`src/hw/rtl/tlvd_pkg.sv`:
```
// shared types and constants for the tlv stream deframer
package tlvd_pkg;

    localparam int DATA_W          = 8;
    localparam int CFG_W           = 32;
    localparam int ACC_W           = 24;
    localparam int USER_W          = 10;
    localparam int LENGTH_BITS_DEF = 32;

    localparam logic [CFG_W-1:0]  MAX_LENGTH_RST = 32'd65536;

    // accepted message types
    localparam logic [DATA_W-1:0] TYPE_ONE     = 8'd1;
    localparam logic [DATA_W-1:0] TYPE_TWO     = 8'd2;
    localparam logic [DATA_W-1:0] TYPE_HUNDRED = 8'd100;

    // result status codes
    typedef enum logic [1:0] {
        ST_BODY    = 2'd0,
        ST_EMPTY   = 2'd1,
        ST_BADTYPE = 2'd2,
        ST_TOOBIG  = 2'd3
    } status_t;

    // parser phases, one-hot
    typedef enum logic [6:0] {
        PH_TYPE = 7'b0000001,
        PH_LEN0 = 7'b0000010,
        PH_LEN1 = 7'b0000100,
        PH_LEN2 = 7'b0001000,
        PH_LEN3 = 7'b0010000,
        PH_BODY = 7'b0100000,
        PH_DEAD = 7'b1000000
    } phase_t;

    // one result item plus its valid flag
    typedef struct packed {
        logic              valid;
        status_t           status;
        logic [DATA_W-1:0] body_byte;
        logic [DATA_W-1:0] msg_type;
        logic              last;
    } res_t;

endpackage

```
`src/hw/rtl/tlvd_parser.sv`:
```
// header and body parser: state registers plus per-byte decode
module tlvd_parser import tlvd_pkg::*; #(
    parameter int LENGTH_BITS = LENGTH_BITS_DEF
) (
    input  logic              aclk,
    input  logic              aresetn,
    input  logic              in_valid,
    input  logic [DATA_W-1:0] in_byte,
    input  logic              advance,
    input  logic [CFG_W-1:0]  max_length,
    output res_t              res
);

    localparam logic [CFG_W-1:0] LEN_LIMIT =
        CFG_W'((33'd1 << LENGTH_BITS) - 33'd1);

    phase_t                  phase_reg, phase_next;
    logic [DATA_W-1:0]       type_hold_reg, type_hold_next;
    logic [ACC_W-1:0]        acc_reg, acc_next;
    logic [LENGTH_BITS-1:0]  left_reg, left_next;
    logic [LENGTH_BITS-1:0]  left_dec;
    logic [CFG_W-1:0]        len_full;
    logic                    type_ok;
    res_t                    res_raw;

    assign len_full = {acc_reg, in_byte};
    assign left_dec = left_reg - LENGTH_BITS'(1);
    assign type_ok  = type_hold_reg inside {TYPE_ONE, TYPE_TWO, TYPE_HUNDRED};

    // per-byte decode
    always_comb begin
        phase_next       = phase_reg;
        type_hold_next   = type_hold_reg;
        acc_next         = acc_reg;
        left_next        = left_reg;
        res_raw          = '0;
        res_raw.msg_type = type_hold_reg;
        case (phase_reg)
            PH_TYPE: begin
                type_hold_next = in_byte;
                acc_next       = '0;
                phase_next     = PH_LEN0;
            end
            PH_LEN0: begin
                acc_next   = {acc_reg[ACC_W-DATA_W-1:0], in_byte};
                phase_next = PH_LEN1;
            end
            PH_LEN1: begin
                acc_next   = {acc_reg[ACC_W-DATA_W-1:0], in_byte};
                phase_next = PH_LEN2;
            end
            PH_LEN2: begin
                acc_next   = {acc_reg[ACC_W-DATA_W-1:0], in_byte};
                phase_next = PH_LEN3;
            end
            PH_LEN3: begin
                // type check wins over length check
                if (!type_ok) begin
                    phase_next     = PH_DEAD;
                    res_raw.valid  = 1'b1;
                    res_raw.status = ST_BADTYPE;
                end else if (len_full > max_length || len_full > LEN_LIMIT) begin
                    phase_next     = PH_DEAD;
                    res_raw.valid  = 1'b1;
                    res_raw.status = ST_TOOBIG;
                end else if (len_full == '0) begin
                    phase_next     = PH_TYPE;
                    res_raw.valid  = 1'b1;
                    res_raw.status = ST_EMPTY;
                    res_raw.last   = 1'b1;
                end else begin
                    left_next  = len_full[LENGTH_BITS-1:0];
                    phase_next = PH_BODY;
                end
            end
            PH_BODY: begin
                left_next         = left_dec;
                res_raw.valid     = 1'b1;
                res_raw.status    = ST_BODY;
                res_raw.body_byte = in_byte;
                res_raw.last      = (left_dec == '0);
                if (left_dec == '0) begin
                    phase_next = PH_TYPE;
                end
            end
            PH_DEAD: begin
                phase_next = PH_DEAD;
            end
            default: begin
                phase_next = PH_DEAD;
            end
        endcase
    end

    // result only when a byte is present
    always_comb begin
        res       = res_raw;
        res.valid = res_raw.valid & in_valid;
    end

    // phase register
    always_ff @(posedge aclk) begin
        if (!aresetn) begin
            phase_reg <= PH_TYPE;
        end else if (advance) begin
            phase_reg <= phase_next;
        end
    end

    // header and count registers
    always_ff @(posedge aclk) begin
        if (advance) begin
            type_hold_reg <= type_hold_next;
            acc_reg       <= acc_next;
            left_reg      <= left_next;
        end
    end

endmodule

```
`src/hw/rtl/tlvd_out_reg.sv`:
```
// result register on the master side
module tlvd_out_reg import tlvd_pkg::*; (
    input  logic  aclk,
    input  logic  aresetn,
    input  res_t  in_res,
    output logic  in_ready,
    output res_t  out_res,
    input  logic  out_ready
);

    logic valid_reg;
    res_t data_reg;

    assign in_ready      = !valid_reg || out_ready;

    // held result, its valid bit taken from the flag register
    always_comb begin
        out_res       = data_reg;
        out_res.valid = valid_reg;
    end

    // valid flag
    always_ff @(posedge aclk) begin
        if (!aresetn) begin
            valid_reg <= 1'b0;
        end else if (in_ready) begin
            valid_reg <= in_res.valid;
        end
    end

    // payload, loaded when the slot frees up
    always_ff @(posedge aclk) begin
        if (in_ready && in_res.valid) begin
            data_reg <= in_res;
        end
    end

endmodule

```
`src/hw/rtl/tlv_stream_deframer.sv`:
```
// top level of the tlv stream deframer
// a byte is held in the input register, decoded by the parser and its result
// held in the result register; throughput: one byte per cycle unless the
// result port stalls, set by the input register feeding the parser and the
// result register behind it; reset: aresetn low clears valids, returns to
// the type byte, restores max_length to 65536 and ends an error's dead state
module tlv_stream_deframer import tlvd_pkg::*; #(
    parameter int LENGTH_BITS = LENGTH_BITS_DEF
) (
    input  logic              aclk,
    input  logic              aresetn,
    // configuration: max_length
    input  logic              cfg_wen,
    input  logic [CFG_W-1:0]  cfg_wdata,
    // input request
    input  logic              s_tvalid,
    output logic              s_tready,
    input  logic [DATA_W-1:0] s_tdata,   // [7:0] data_byte
    // result request
    output logic              m_tvalid,
    input  logic              m_tready,
    output logic [DATA_W-1:0] m_tdata,   // [7:0] body_byte
    output logic [USER_W-1:0] m_tuser,   // [1:0] status, [9:2] msg_type
    output logic              m_tlast
);

    logic              in_valid_reg;
    logic [DATA_W-1:0] in_byte_reg;
    logic [CFG_W-1:0]  max_length_reg;
    logic              advance;
    logic              out_in_ready;
    res_t              par_res;
    res_t              out_res;

    // a held byte moves on if it makes no result or the result slot is free
    assign advance  = in_valid_reg && (!par_res.valid || out_in_ready);
    assign s_tready = !in_valid_reg || advance;

    // max_length register
    always_ff @(posedge aclk) begin
        if (!aresetn) begin
            max_length_reg <= MAX_LENGTH_RST;
        end else if (cfg_wen) begin
            max_length_reg <= cfg_wdata;
        end
    end

    // input register
    always_ff @(posedge aclk) begin
        if (!aresetn) begin
            in_valid_reg <= 1'b0;
        end else if (s_tready) begin
            in_valid_reg <= s_tvalid;
        end
    end

    always_ff @(posedge aclk) begin
        if (s_tready && s_tvalid) begin
            in_byte_reg <= s_tdata;
        end
    end

    tlvd_parser #(
        .LENGTH_BITS (LENGTH_BITS)
    ) u_parser (
        .aclk       (aclk),
        .aresetn    (aresetn),
        .in_valid   (in_valid_reg),
        .in_byte    (in_byte_reg),
        .advance    (advance),
        .max_length (max_length_reg),
        .res        (par_res)
    );

    tlvd_out_reg u_out_reg (
        .aclk      (aclk),
        .aresetn   (aresetn),
        .in_res    (par_res),
        .in_ready  (out_in_ready),
        .out_res   (out_res),
        .out_ready (m_tready)
    );

    // result port packing
    assign m_tvalid = out_res.valid;
    assign m_tdata  = out_res.body_byte;
    assign m_tuser  = {out_res.msg_type, out_res.status};
    assign m_tlast  = out_res.last;

endmodule

```
`config.mk`:
```
export PLATFORM = sky130hd
export DESIGN_NAME = tlv_stream_deframer
export DESIGN_NICKNAME = d
export VERILOG_FILES = /design/src/hw/rtl/tlvd_pkg.sv /design/src/hw/rtl/tlvd_parser.sv /design/src/hw/rtl/tlvd_out_reg.sv /design/src/hw/rtl/tlv_stream_deframer.sv
export SDC_FILE = /design/constraint.sdc
export NUM_CORES = 1
export LEC_CHECK = 0
export ABC_AREA = 1
export BUFFER_PORTS_ARGS = -buffer_cell sky130_fd_sc_hd__buf_4
export CORE_MARGIN = 5
export CORE_UTILIZATION = 45
export CTS_CLUSTER_SIZE = 24
export DETAILED_ROUTE_END_ITERATION = 12
export PLACE_DENSITY = 0.72
export RECOVER_POWER = 100
export SLEW_MARGIN = 0
export SYNTH_ARGS = -nofsm -noshare
export SYNTH_HDL_FRONTEND = slang
export SYNTH_SLANG_ARGS = --single-unit
```
`constraint.sdc`:
```
create_clock -name aclk -period 5.1 [get_ports aclk]
set_input_delay 0.255 -clock aclk [delete_from_list [all_inputs] [get_ports aclk]]
set_output_delay 0.255 -clock aclk [all_outputs]
set_load 0.005 [all_outputs]
```
==> reports/summary.txt <==
Skew final = 0.00713 ns
Fin crit period = 4.00 ns
Port bufs = 65
Failing checks = max-capacitance violations, max-slew violations
Launch point of the worst path = u_parser.phase_reg[3]$_SDFFE_PN0P_
Seq pwr share = 0.475
Max Freq = 0.250 GHz
DR vias/cell = 5.01
Antenna Nets Post-Route = 0
CP top delay family = buffers and inverters
CTS Buf Count = 17
Post-synthesis cell area = 7060 um2
Worst Hold Class = in -> reg
Top post-synthesis cells by area = edfxtp_1 (39%), dfxtp_1 (12%), nand2_1 (10%)
PostCTS Resize Cnt = 0
CP startpoint kind = flop
Largest net degree at the start of global routing = 44
Power Density = 308 nW/um2
Row cnt = 45
Post-synth EDFFs = 91
Worst EP required = 5.13 ns
Clock sinks = 132
Worst R2R Start = u_parser.phase_reg[3]$_SDFFE_PN0P_
Clock slew at reported path FFs = 0.05 ns
Leakage power = 3.55 nW
Clock Latency Late Sink = 0.42 ns
Slew Limit Fails = 44
Pint = 0.00199 W
NumNets Final = 1000
Synth Net Count = 923
Hold path start = cfg_wdata[16]
Average size of a mapped cell = 8.36 um2
Post-Route Setup TNS = 0 ns
Top FF cell, synth = edfxtp_1
Pwr Total = 0.00257 W
Final period util = 0.784
Critical Path Max Stage Delay = 0.99 ns
Die width = 135 um
Die height = 135 um
First-pass GRT wire length = 26.3 mm
Layout area overhead = 18.0%
H-tree Lvls = 4
#FFs+latches synth = 132
Crit path DAT = 4.02 ns
Initial Utilization = 0.461
CP cell instances = nor2_1, clkinv_1, nor2_1, inv_1, nor4_1, inv_1, nand4_1, a21oi_1, inv_2, a31oi_2, clkbuf_1
Cells after Synth = 844
Antenna diodes = 0
Critical path peak fanout = 35
CP bufs+invs = 5
Crit-path slowest cell = clkbuf_1
Post-CTS Setup Inserts = 0
Synth warn = 0
Net Sw Frac = 0.226
Switch Pwr = 0.000582 W
CORE AREA = 15300 um2
CTS tree = yes
Synth top area share = 0.387
WL/cell = 14.1 um
Max capacitance violation total = 1
VDD IR max = 184 uV
WHS = 0.0606 ns
Post-Route WL = 16.1 mm
Initial antenna violation count = 0
First-pass iteration count of the detailed router = 5
Post-synthesis sequential area ratio = 0.503
GRT overflow = 0
CTS Buffer Depth = 2
RSZ-0062 raised after global routing = false
Count leader, synth = nand2_1
Layout cells sized above 1 = 0.122
Worst setup path category = reg -> reg
Die ar. = 18300 um2
Clk pwr share = 0.447
Unique masters post-synth = 38
Placer Congestion = 0.906
# DRC = 0
Root buf cell = clkbuf_16
Combinational share of power = 0.078
1st-iter DRT viols = 439
Slew HR = -0.224
Hpwl dp = 12.1 mm
Via count = 5735
Total Routing Usage GR = 0.184
Leading area contributor after synthesis = edfxtp_1
Final hold viol count = 0
Number of global-route vias before repair = 5362
Worst setup EP type = flop
Outcome = finished with violations
Slew at the pin with the worst max-slew slack = 1.84 ns
Commonest cells post-synth = nand2_1 (194), nor2_1 (126), inv_1 (112)
I/O pin count = 66
Ys async rst share = 0
Setup violators final = 0
==> per-layer routing <==
layer  track usage  share of wire
met1         0.255           0.47
met5             0              0
met4        0.0616          0.017
met3        0.0401          0.056
met2         0.286           0.45
==> power groups by stage <==
stage	combinational, W	clock [W]	sequential, W
2_1_floorplan	0.000134	0	0.00123
3_3_place_gp	0.000193	0	0.00124
3_5_place_dp	0.000197	0	0.00124
4_1_cts	0.000204	0.00117	0.00122
5_1_grt	0.000233	0.00122	0.00122
6_report	0.000201	0.00115	0.00122
==> area by class of cell <==
cell class              count  area [um2]
fillers                  1428        6980
flip-flops and latches    132        3550
clock inverters            10         109
well taps                 211         264
repair buffers             78         581
inverters                 119         447
clock buffers              22         444
multi-input cells         573        2930
==> layout by cell type, fill, tap and decap left out, drive strengths merged, types with 13 or more instances in the layout <==
cell,instances
a21oi,51
dfxtp,41
nand3,27
nand4,13
nand2,200
edfxtp,91
clkbuf,56
buf,36
nor2,138
inv,117
ha,34
o21ai,56
==> path summary, 6_finish.rpt <==
kind	to	slack (ns)	cells past startpoint
hold reg to reg	u_out_reg.out_res[5]$_DFFE_PP_	0.45	0
hold / removal	max_length_reg[16]$_SDFFE_PN1P_	0.06	3
setup reg to reg	u_parser.acc_reg[19]$_SDFFCE_PN0P_	1.10	11
setup / recovery	u_parser.acc_reg[19]$_SDFFCE_PN0P_	1.10	11
==> per-stage QoR <==
step,std cells,util,instance area (um2),setup WS [ns]
detailed placement,1105,0.508,7770,1.75
finish,1145,0.544,8330,1.10
CTS,1145,0.549,8410,1.73
global route,1145,0.544,8330,0.716
global placement,1105,0.508,7770,1.78
floorplan,844,-,7060,1.58
==> logic make-up after synthesis <==
family | count (synthesis) | synth area share
AO/OA/AOI/OAI | 124 | 0.0938
buffers and inverters | 139 | 0.0746
AND/OR/NAND/NOR | 401 | 0.250
XOR/XNOR | 14 | 0.0174
flip-flops | 132 | 0.503
adder cells (fa/ha/maj) | 34 | 0.0603
==> repair_timing <==
| action | in CTS | in global routing |
|---|---|---|
| hold buffers | 8 | 0 |
| endpoints found under the setup margin | 0 | 0 |
| hold endpoints to repair | 8 | 0 |
==> worst reg2reg max path: stages (launching register included) <==
cell,delay [ns]
dfxtp_1,0.38
nor2_1,0.08
clkinv_1,0.06
nor2_1,0.04
inv_1,0.06
nor4_1,0.06
inv_1,0.73
nand4_1,0.29
a21oi_1,0.67
inv_2,0.08
a31oi_2,0.15
clkbuf_1,0.99
Note: power is estimated with default switching activity, not from simulation.
